===== config.mk =====
export PLATFORM = sky130hd
export DESIGN_NAME = record_selection_sort_top
export DESIGN_NICKNAME = d
export VERILOG_FILES = /design/src/rtl/rss_pkg.sv /design/src/rtl/rss_ram.sv /design/src/rtl/record_selection_sort_top.sv
export SDC_FILE = /design/constraint.sdc
export NUM_CORES = 2
export LEC_CHECK = 0
export CORE_MARGIN = 3
export CORE_UTILIZATION = 55
export CTS_CLUSTER_SIZE = 14
export DETAILED_ROUTE_END_ITERATION = 16
export DONT_BUFFER_PORTS = 1
export PLACE_DENSITY = 0.7
export SLEW_MARGIN = 20
export SYNTH_ARGS = -nofsm -noshare
export SYNTH_HDL_FRONTEND = slang
export SYNTH_SLANG_ARGS = --single-unit

===== constraint.sdc =====
create_clock -name clk -period 6.5 [get_ports clk]
set_input_delay 0.65 -clock clk [delete_from_list [all_inputs] [get_ports clk]]
set_output_delay 0.65 -clock clk [all_outputs]
set_load 0.02 [all_outputs]

===== src/rtl/rss_pkg.sv =====
// rss_pkg: field widths, record layout and sequencer state codes for the
// record selection sort block. No dependencies.
`timescale 1ns / 1ps

package rss_pkg;

  localparam int KEY_W = 32;
  localparam int TAG_W = 16;
  localparam int REC_W = KEY_W + TAG_W;

  // One-hot sequencer states
  typedef enum logic [7:0] {
    ST_LOAD  = 8'b0000_0001,
    ST_FETCH = 8'b0000_0010,
    ST_HOLD  = 8'b0000_0100,
    ST_SCAN  = 8'b0000_1000,
    ST_SWAP1 = 8'b0001_0000,
    ST_SWAP2 = 8'b0010_0000,
    ST_ORD   = 8'b0100_0000,
    ST_OWAIT = 8'b1000_0000
  } state_t;

  // Strict "better" test for the configured order
  function automatic logic better(input logic descending,
                                  input logic signed [KEY_W-1:0] cand,
                                  input logic signed [KEY_W-1:0] best);
    better = descending ? (cand > best) : (cand < best);
  endfunction

endpackage


===== src/rtl/rss_ram.sv =====
// rss_ram: generic single write port, single read port RAM with a
// registered read. No dependencies.
`timescale 1ns / 1ps

module rss_ram #(
  parameter int WIDTH = 48,
  parameter int DEPTH = 32
) (
  input  logic                     clk,
  input  logic                     we,
  input  logic [$clog2(DEPTH)-1:0] waddr,
  input  logic [WIDTH-1:0]         wdata,
  input  logic                     re,
  input  logic [$clog2(DEPTH)-1:0] raddr,
  output logic [WIDTH-1:0]         rdata
);

  logic [WIDTH-1:0] mem [DEPTH];

  // write port
  always_ff @(posedge clk) begin
    if (we) begin
      mem[waddr] <= wdata;
    end
  end

  // registered read, holds when not enabled
  always_ff @(posedge clk) begin
    if (re) begin
      rdata <= mem[raddr];
    end
  end

endmodule


===== src/rtl/record_selection_sort_top.sv =====
// record_selection_sort_top: loads records into one RAM, sorts them there by
// selection sort and streams them out. Uses rss_pkg and rss_ram.
//
//   channel  | handshake           | word
//   ---------+---------------------+-----------------------------------------
//   input    | in_valid / in_ready | sort_key, record_tag, last_item
//   output   | out_valid/out_ready | out_key, out_tag, out_last, overflow
//   config   | cfg_we              | cfg_wdata (sort_order)
//
// Loading accepts one word per cycle. After the last word the set is sorted in
// place, one position i at a time: read the record at i, scan the rest for the
// best key, then swap if needed; all reads share the single RAM read port.
// Each output word is read from the RAM, then loaded into the output register.
// Reset (rst, synchronous) empties the store and sets ascending order.
// A stalled output word holds; the next set may load while the last word waits.
`timescale 1ns / 1ps

module record_selection_sort_top #(
  parameter int DEPTH = 32
) (
  input  logic                             clk,
  input  logic                             rst,
  input  logic                             in_valid,
  output logic                             in_ready,
  input  logic signed [rss_pkg::KEY_W-1:0] sort_key,
  input  logic        [rss_pkg::TAG_W-1:0] record_tag,
  input  logic                             last_item,
  output logic                             out_valid,
  input  logic                             out_ready,
  output logic signed [rss_pkg::KEY_W-1:0] out_key,
  output logic        [rss_pkg::TAG_W-1:0] out_tag,
  output logic                             out_last,
  output logic                             overflow,
  input  logic                             cfg_we,
  input  logic                             cfg_wdata
);

  import rss_pkg::*;

  localparam int AW = $clog2(DEPTH);
  localparam int CW = $clog2(DEPTH + 1);
  localparam logic [CW-1:0] DEPTH_C = CW'(DEPTH);

  state_t          state;
  logic [CW-1:0]   count;     // records stored in this set
  logic            dropped;
  logic            sort_order;
  logic [CW-1:0]   n;         // records in the run
  logic            run_ovf;
  logic [CW-1:0]   i;         // position being filled
  logic [CW-1:0]   j;         // next scan read
  logic [CW-1:0]   sidx;      // index of the word now on rdata
  logic [CW-1:0]   k;         // best index so far
  logic [CW-1:0]   o;         // output position
  logic [REC_W-1:0] cur;      // record at position i
  logic [REC_W-1:0] best;     // best record so far

  logic             ram_we;
  logic [AW-1:0]    ram_waddr;
  logic [REC_W-1:0] ram_wdata;
  logic             ram_re;
  logic [AW-1:0]    ram_raddr;
  logic [REC_W-1:0] ram_rdata;

  logic in_acc;
  logic stored;
  logic out_free;
  logic cand_better;

  assign in_ready = (state == ST_LOAD);
  assign in_acc   = in_valid && in_ready;
  assign stored   = (count < DEPTH_C);
  assign out_free = !out_valid || out_ready;
  assign cand_better = better(sort_order, $signed(ram_rdata[REC_W-1:TAG_W]),
                              $signed(best[REC_W-1:TAG_W]));

  rss_ram #(
    .WIDTH(REC_W),
    .DEPTH(DEPTH)
  ) u_ram (
    .clk  (clk),
    .we   (ram_we),
    .waddr(ram_waddr),
    .wdata(ram_wdata),
    .re   (ram_re),
    .raddr(ram_raddr),
    .rdata(ram_rdata)
  );

  // RAM port selection
  always_comb begin
    ram_we    = 1'b0;
    ram_waddr = count[AW-1:0];
    ram_wdata = {sort_key, record_tag};
    ram_re    = 1'b0;
    ram_raddr = i[AW-1:0];
    unique case (state)
      ST_LOAD: begin
        ram_we = in_acc && stored;
      end
      ST_FETCH: begin
        ram_re = 1'b1;
      end
      ST_HOLD: begin
        ram_re    = 1'b1;
        ram_raddr = j[AW-1:0];
      end
      ST_SCAN: begin
        ram_re    = (j < n);
        ram_raddr = j[AW-1:0];
      end
      ST_SWAP1: begin
        ram_we    = (k != i);
        ram_waddr = i[AW-1:0];
        ram_wdata = best;
      end
      ST_SWAP2: begin
        ram_we    = 1'b1;
        ram_waddr = k[AW-1:0];
        ram_wdata = cur;
      end
      ST_ORD: begin
        ram_re    = 1'b1;
        ram_raddr = o[AW-1:0];
      end
      ST_OWAIT: begin
        ram_re = 1'b0;
      end
      default: begin
        ram_re = 1'b0;
      end
    endcase
  end

  // configuration register
  always_ff @(posedge clk) begin
    if (rst) begin
      sort_order <= 1'b0;
    end else if (cfg_we) begin
      sort_order <= cfg_wdata;
    end
  end

  // sequencer: load, sort in place, stream out
  always_ff @(posedge clk) begin
    if (rst) begin
      state   <= ST_LOAD;
      count   <= '0;
      dropped <= 1'b0;
    end else begin
      unique case (state)
        ST_LOAD: begin
          if (in_acc) begin
            if (last_item) begin
              n       <= stored ? count + 1'b1 : count;
              run_ovf <= dropped || !stored;
              count   <= '0;
              dropped <= 1'b0;
              i       <= '0;
              state   <= ST_FETCH;
            end else if (stored) begin
              count <= count + 1'b1;
            end else begin
              dropped <= 1'b1;
            end
          end
        end
        ST_FETCH: begin
          j <= i + 1'b1;
          if (CW'(i + 1'b1) >= n) begin
            o     <= '0;
            state <= ST_ORD;
          end else begin
            state <= ST_HOLD;
          end
        end
        ST_HOLD: begin
          cur   <= ram_rdata;
          best  <= ram_rdata;
          k     <= i;
          sidx  <= j;
          j     <= j + 1'b1;
          state <= ST_SCAN;
        end
        ST_SCAN: begin
          if (cand_better) begin
            best <= ram_rdata;
            k    <= sidx;
          end
          if (j < n) begin
            sidx <= j;
            j    <= j + 1'b1;
          end else begin
            state <= ST_SWAP1;
          end
        end
        ST_SWAP1: begin
          if (k != i) begin
            state <= ST_SWAP2;
          end else begin
            i     <= i + 1'b1;
            state <= ST_FETCH;
          end
        end
        ST_SWAP2: begin
          i     <= i + 1'b1;
          state <= ST_FETCH;
        end
        ST_ORD: begin
          state <= ST_OWAIT;
        end
        ST_OWAIT: begin
          if (out_free) begin
            o         <= o + 1'b1;
            state     <= (CW'(o + 1'b1) == n) ? ST_LOAD : ST_ORD;
          end
        end
        default: begin
          state <= ST_LOAD;
        end
      endcase
    end
  end

  // output valid: set when a word is loaded, cleared when taken
  always_ff @(posedge clk) begin
    if (rst) begin
      out_valid <= 1'b0;
    end else if (state == ST_OWAIT && out_free) begin
      out_valid <= 1'b1;
    end else if (out_ready) begin
      out_valid <= 1'b0;
    end
  end

  // output word register
  always_ff @(posedge clk) begin
    if (state == ST_OWAIT && out_free) begin
      out_key  <= $signed(ram_rdata[REC_W-1:TAG_W]);
      out_tag  <= ram_rdata[TAG_W-1:0];
      out_last <= (CW'(o + 1'b1) == n);
      overflow <= run_ovf;
    end
  end

endmodule


After elaboration in Yosys (flattened, before gate mapping)
Memories as Yosys holds them, arrays and structs flattened. A register that Yosys moved wholly into a read port is not among the register bits.
Cells that the tools add are included.
{"block": "word_totals", "register_bits": 200, "ramBits": 1536, "wordCells": 109, "mem_count": 1}
{"block": "classes", "addsub": 4, "magnitude_cmp": 5, "eq_ne": 19, "muxes": 37, "n_bitwise": 1, "n_reduce_logical": 24}
{"memory": "u_ram.mem", "depth": 32, "word_bits": 48, "read_ports": 1, "rd_clocked_by_memory_dff": 1, "write_ports": 1, "line": "rss_ram.sv:18", "source": "logic [WIDTH-1:0] mem [DEPTH];"}
{"op": "one-hot mux 48 bit (2 select lines)", "n": 2}
{"op": "two-way mux 6 bit", "n": 11}
{"op": "one-hot mux 8 bit (8 select lines)", "n": 1}
{"op": "two-way mux 48 bit", "n": 1}
{"op": "one-hot mux 6 bit (2 select lines)", "n": 3}
{"op": "one-hot mux 6 bit (3 select lines)", "n": 2}
{"op": "> comparator 32 bit", "n": 1}
{"op": "less-than comparator 32 bit", "n": 1}
{"op": "two-way mux 8 bit", "n": 4}
{"op": "adder 6 x 1 -> 6 bit (second input constant)", "n": 4}
{"op": "one-hot mux 5 bit (2 select lines)", "n": 2}
{"op": "two-way mux 7 bit", "n": 2}
{"op": "!= test 2 bit (second input constant)", "n": 7}
{"op": "AND reduction 3 bit", "n": 4}
{"op": "AND reduction 4 bit", "n": 3}
{"op": "equality test 8 x 1 -> 1 bit (second input constant)", "n": 1}
{"op": "equality test 8 x 2 -> 1 bit (second input constant)", "n": 1}
{"op": "equality test 8 x 3 -> 1 bit (second input constant)", "n": 1}
{"op": "equality test 8 x 4 -> 1 bit (second input constant)", "n": 1}
{"op": "equality test 8 x 5 -> 1 bit (second input constant)", "n": 1}
{"op": "equality test 8 x 6 -> 1 bit (second input constant)", "n": 1}
{"op": "equality test 8 x 7 -> 1 bit (second input constant)", "n": 1}
{"op": "equality test 8 bit (second input constant)", "n": 1}
{"op": "two-way mux 1 bit", "n": 7}
{"op": "other kinds (18)", "n": 27}

Depth between registers and ports, before layout
{"block": "depth", "depth_word": 6, "ltp_mapped": 13, "mapped_depth_nobuf": 10}

By module
A second synthesis with hierarchy kept.
{"block": "hier_totals", "hier_cells": 4097, "area_unflattened_um2": 70268.6}
{"module": "rss_ram", "n_inst": 1, "cells_per_inst": 3364, "area_per_inst_um2": 61205.0, "seq_area_each_um2": 47565.6}
{"module": "record_selection_sort_top", "n_inst": 1, "cells_per_inst": 733, "area_per_inst_um2": 9063.7, "seq_area_each_um2": 5835.6}

Worst setup path after synthesis
OpenSTA, ideal clock, no wires.
{"block": "synth_timing", "path_kind": "register to register", "startpoint": "register u_ram.rdata[44], read port of u_ram.mem", "endpoint": "register best[0] (enable)", "arrival_time_ns": 5.046, "t_required_ns": 6.002, "slack_ns": 0.956, "stages_incl_launch_ff": 8, "n_path_buf": 0, "period_less_slack_ns": 5.544, "cell_sequence": "edfxtp_1 -> ha_1 -> and4_1 -> nand3_1 -> or4_1 -> o2111a_1 -> or4b_1 -> a31oi_1"}
{"block": "synth_via", "elab_chain_len": 4, "elab_cells_between_ends": 5, "classes_between": "order compare: 2; eq/ne: 1; mux: 1; reduce/logical: 1"}
{"item": "start, declared", "line": "rss_ram.sv:15", "source": "output logic [WIDTH-1:0] rdata"}
{"item": "less-than comparator 32 bit / > comparator 32 bit (equally long branches)", "line": "rss_pkg.sv:27", "source": "better = descending ? (cand > best) : (cand < best);"}
{"item": "two-way mux 1 bit *", "line": "rss_pkg.sv:27"}
{"item": "!= test 2 bit (no source line) *"}
{"item": "AND reduction 3 bit (no source line) *"}
{"item": "end signal, assigned", "line": "record_selection_sort_top.sv:179", "source": "best <= ram_rdata;"}
{"item": "end signal, assigned", "line": "record_selection_sort_top.sv:187", "source": "best <= ram_rdata;"}
{"item": "end, declared", "line": "record_selection_sort_top.sv:56", "source": "logic [REC_W-1:0] best;"}
Mark *: on every way between the ends. The rest lies on a longest branch, timed or not.
A chain may end at the register's enable or synchronous reset.

Final worst setup path
{"block": "layout_timing", "startpoint": "register state[6]", "endpoint": "memory u_ram.mem[31][40] (enable)"}
{"block": "layout_via", "elab_chain_len": 6, "elab_cells_between_ends": 9, "classes_between": "eq/ne: 3; mux: 4; reduce/logical: 2"}
{"item": "start, declared", "line": "record_selection_sort_top.sv:44", "source": "state_t state;"}
{"item": "start signal, assigned", "line": "record_selection_sort_top.sv:215", "source": "state <= (CW'(o + 1'b1) == n) ? ST_LOAD : ST_ORD;"}
{"item": "equality test 8 x 1 -> 1 bit *", "line": "record_selection_sort_top.sv:70", "source": "assign in_ready = (state == ST_LOAD);"}
{"item": "named net in_ready", "line": "record_selection_sort_top.sv:24", "source": "output logic in_ready,"}
{"item": "logical AND 1 bit", "line": "record_selection_sort_top.sv:71", "source": "assign in_acc = in_valid && in_ready;"}
{"item": "logical AND 1 bit", "line": "record_selection_sort_top.sv:99", "source": "ram_we = in_acc && stored;"}
{"item": "one-hot mux 1 bit (3 select lines) *", "line": "record_selection_sort_top.sv:97", "source": "unique case (state)"}
{"item": "two-way mux 1 bit *", "line": "rss_ram.sv:22", "source": "if (we) begin"}
{"item": "two-way mux 1 bit (implied by the code) *", "line": "rss_ram.sv:23", "source": "mem[waddr] <= wdata;"}
{"item": "end, declared", "line": "rss_ram.sv:18"}
The timed path passes the listed nets; every way through them passes the cells marked *.

==> impl_metrics.toml <==
[synthesis]
ys_seq_area_frac = 0.7676
synth_area_um2 = 69570
syn_area_per_cell_um2 = 14.68
synthesis.nets = 4840
ys_warn_count = 0
synth-adder-area-share = 0.008452
synth_compound_area_frac = 0.03894
synth_top_family_by_area = "simple AND/OR/NAND/NOR gates"
yosys.area_share.simple = 0.1293
synthArstFlopShare = 0
synth-seq-cells = 1784
yosysUniqueCellTypes = 68
synthCells = 4738
synth_edf_count = 1767
synth-xor-area-share = 0.003777
synthFlopType = "edfxtp_1"
synth.area.mux_share = 0.02962

[timing]
layout_min_cycle_time_ns = 4.852
hold_violations = 0
setup_viol = 0
timing.fmax_ghz = 0.2061
relSlewSlack = 0.1243
maxSlewViolCount = 0
final.setup_skew_ns = 0.03183
setup_tns_ns = 0
rsz0062_at_grt = "false"
setup_slack_ns = 1.648
tightest_slew_ns = 1.302
min_period_over_period = 0.7465

[setup_path]
critPathLaunchType = "flop"
reg2reg_from = "state[6]"
end_kind = "flop"
rr_endpoint = "u_ram.mem[31][40]"
critical_path.endpoint = "u_ram.mem[31][40]"
cp.arrival_ns = 5.28
worstPathMaxFanout = 30
crit_path_start = "state[6]"
crit_required_ns = 6.93
ff2ff_path_depth = 9
critPathKind = "flop to flop"
ff2ff_setup_slack_ns = 1.65

[placement]
dp_hpwl_um = 104800
io_buffer_count = 0
gp_congestion = 0.8438
dp_slack_ns = 1.660

[cells_and_area]
fin_nets = 4882
layout_commonest_cell = "edfxtp_1"
drive_above_1_share = 0.09955
area_growth_pct = 11.18
final_cell_mix = "edfxtp_1 (1,767), nand2_1 (1,254), nand3_1 (399)"

[power_and_ir_drop]
combPwrFrac = 0.025
p_leak_nw = 25.95
intPower_mw = 18.20
p_sw_mw = 4.657
peakVddDrop_mv = 0.2844
p_seq_frac = 0.555
p_per_area_nw_per_um2 = 295.6
p_clk_frac = 0.420
switching_share = 0.2037

[clocking]
cts_setup_buffers = 0
cts_root_buf = "clkbuf_16"
worstSkewPairLatency_ns = 0.80
clk_pin_slew_ns = 0.06
cts_inserted_buffers = 173
clk_path_buf_depth = 3
cts_max_level = 4
cts_tree = "done"
numClockSinks = 1784

[die]
io_pins = 107
rows = 129
die_h_um = 361.7
start_util = 0.5584
die_area_um2 = 130800
core_area_um2 = 124600
die_x_um = 361.7

[status]
status = "finished clean"

[route]
routed-via-count = 40980
wl_um = 180800
detail_route.wl_per_cell_um = 27.60
post-route-drc-count = 0
ant_nets = 0
viasPerCell = 6.256
drt-initial-drc-count = 5491
drtPass1Iterations = 6

[global_route]
overflow = 0
grt_pass1_wl_um = 264600
grt_pass1_vias = 39810
grt_util_all_layers = 0.2756
grt_max_degree = 133
antenna_found_initial = 1

[min_path]
holdPathStages = 2
hold_class = "primary input to flop"

[flow_run]
cap_violations = 0
==> cells in the mapped netlist (4+ instances only) <==
library cell	n	area share
a211oi_1	6	0.00065
a21o_1	21	0.0023
a21oi_1	19	0.0014
a21oi_2	5	0.00063
a222oi_1	4	0.00058
a22oi_1	49	0.0053
a32oi_1	193	0.024
and2_1	5	0.00045
and3_1	7	0.00063
buf_1	7	0.00038
buf_2	126	0.0091
buf_4	27	0.0029
buf_6	14	0.0023
buf_8	4	0.00086
clkbuf_1	82	0.0044
dfxtp_1	17	0.0049
edfxtp_1	1767	0.76
ha_1	47	0.0085
inv_1	45	0.0024
mux2_2	7	0.0011
mux2i_1	198	0.028
nand2_1	1277	0.069
nand2b_1	9	0.00081
nand3_1	399	0.029
nand3b_1	6	0.00065
nand4_1	153	0.014
nor2_1	76	0.0041
nor2b_1	19	0.0017
nor3_1	38	0.0027
nor3_2	21	0.0030
o21ai_0	7	0.00050
xnor2_1	19	0.0024
xor2_1	11	0.0014
==> cells by family (layout without fill, tap and decap cells) <==
group | Yosys count | in the layout
AND/OR/NAND/NOR | 2039 | 2039
flip-flops | 1784 | 1784
AO/OA/AOI/OAI | 328 | 328
buffers and inverters | 305 | 479
multiplexers | 205 | 205
adder cells (fa/ha/maj) | 47 | 47
XOR/XNOR | 30 | 30
other | 0 | 1
==> power groups by stage <==
stage	Clock [mW]	Sequential, mW	Combinational [mW]
finish	9.60	12.7	0.564
global route	10.2	12.7	0.606
CTS	9.71	12.7	0.559
detailed placement	0	12.9	0.553
global placement	0	12.9	0.540
floorplan	0	12.9	0.336
==> critical path, cell delays in order, from the launching register on <==
cell	delay [ns]
dfxtp_1	0.51
or4_4	0.55
nor4_4	0.66
nand2_1	0.31
nor2_1	0.29
nor3_1	0.12
a21oi_1	0.23
nand2_1	0.50
nor2_4	0.74
buf_4	0.52
==> per-layer routing <==
metal	vias up	track usage	wire [um]
met4	0	0.09763	6399
met2	2203	0.4417	85990
li1	17880	-	-
met3	335	0.05038	16800
met1	20560	0.3840	71580
met5	-	0	0
==> stage by stage <==
step / utilization / hold slack, ns / area, um2 / cells / total power [mW]
after floorplan: - / 0.4003 / 69570 / 4738 / 13.27
after global placement: 0.5765 / 0.4123 / 71830 / 6237 / 13.48
after detailed placement: 0.5767 / 0.4257 / 71860 / 6238 / 13.50
after CTS: 0.6203 / 0.0002629 / 77300 / 6549 / 22.97
after global routing: 0.6207 / 0.04801 / 77350 / 6549 / 23.49
final: 0.6207 / 0.06176 / 77350 / 6550 / 22.86
==> flip-flops by register name (all words and copies together) (netlist names) <==
signal       cells
sidx             6
out_tag         16
n                6
run_ovf          1
u_ram.mem     1536
i                6
o                6
state            8
out_last         1
best            48
overflow         1
k                6
out_valid        1
j                6
cur             48
u_ram.rdata     48
dropped          1
sort_order       1
count            6
out_key         32
==> layout make-up <==
cell class	instances	area, um2
Antenna cell	1	2.502
Clock buffer	211	4578
Tap cell	1637	2048
Clock inverter	96	815.8
Multi-Input combinational cell	2649	15090
Sequential cell	1784	53400
Timing Repair Buffer	127	1239
Inverter	45	168.9
Fill cell	8889	47260
==> worst min-delay path by stage <==
stage              start  endpoint
6_report       last_item  count[2]
5_1_grt              rst  state[6]
4_1_cts        last_item  count[2]
3_5_place_dp     run_ovf  overflow
3_3_place_gp     run_ovf  overflow
2_1_floorplan    run_ovf  overflow
==> repair_timing <==
action,in CTS,in global routing
hold buffers,4,0
hold endpoints to repair,15,0
resized for setup,0,0
Power figures use the tool's default switching activity.
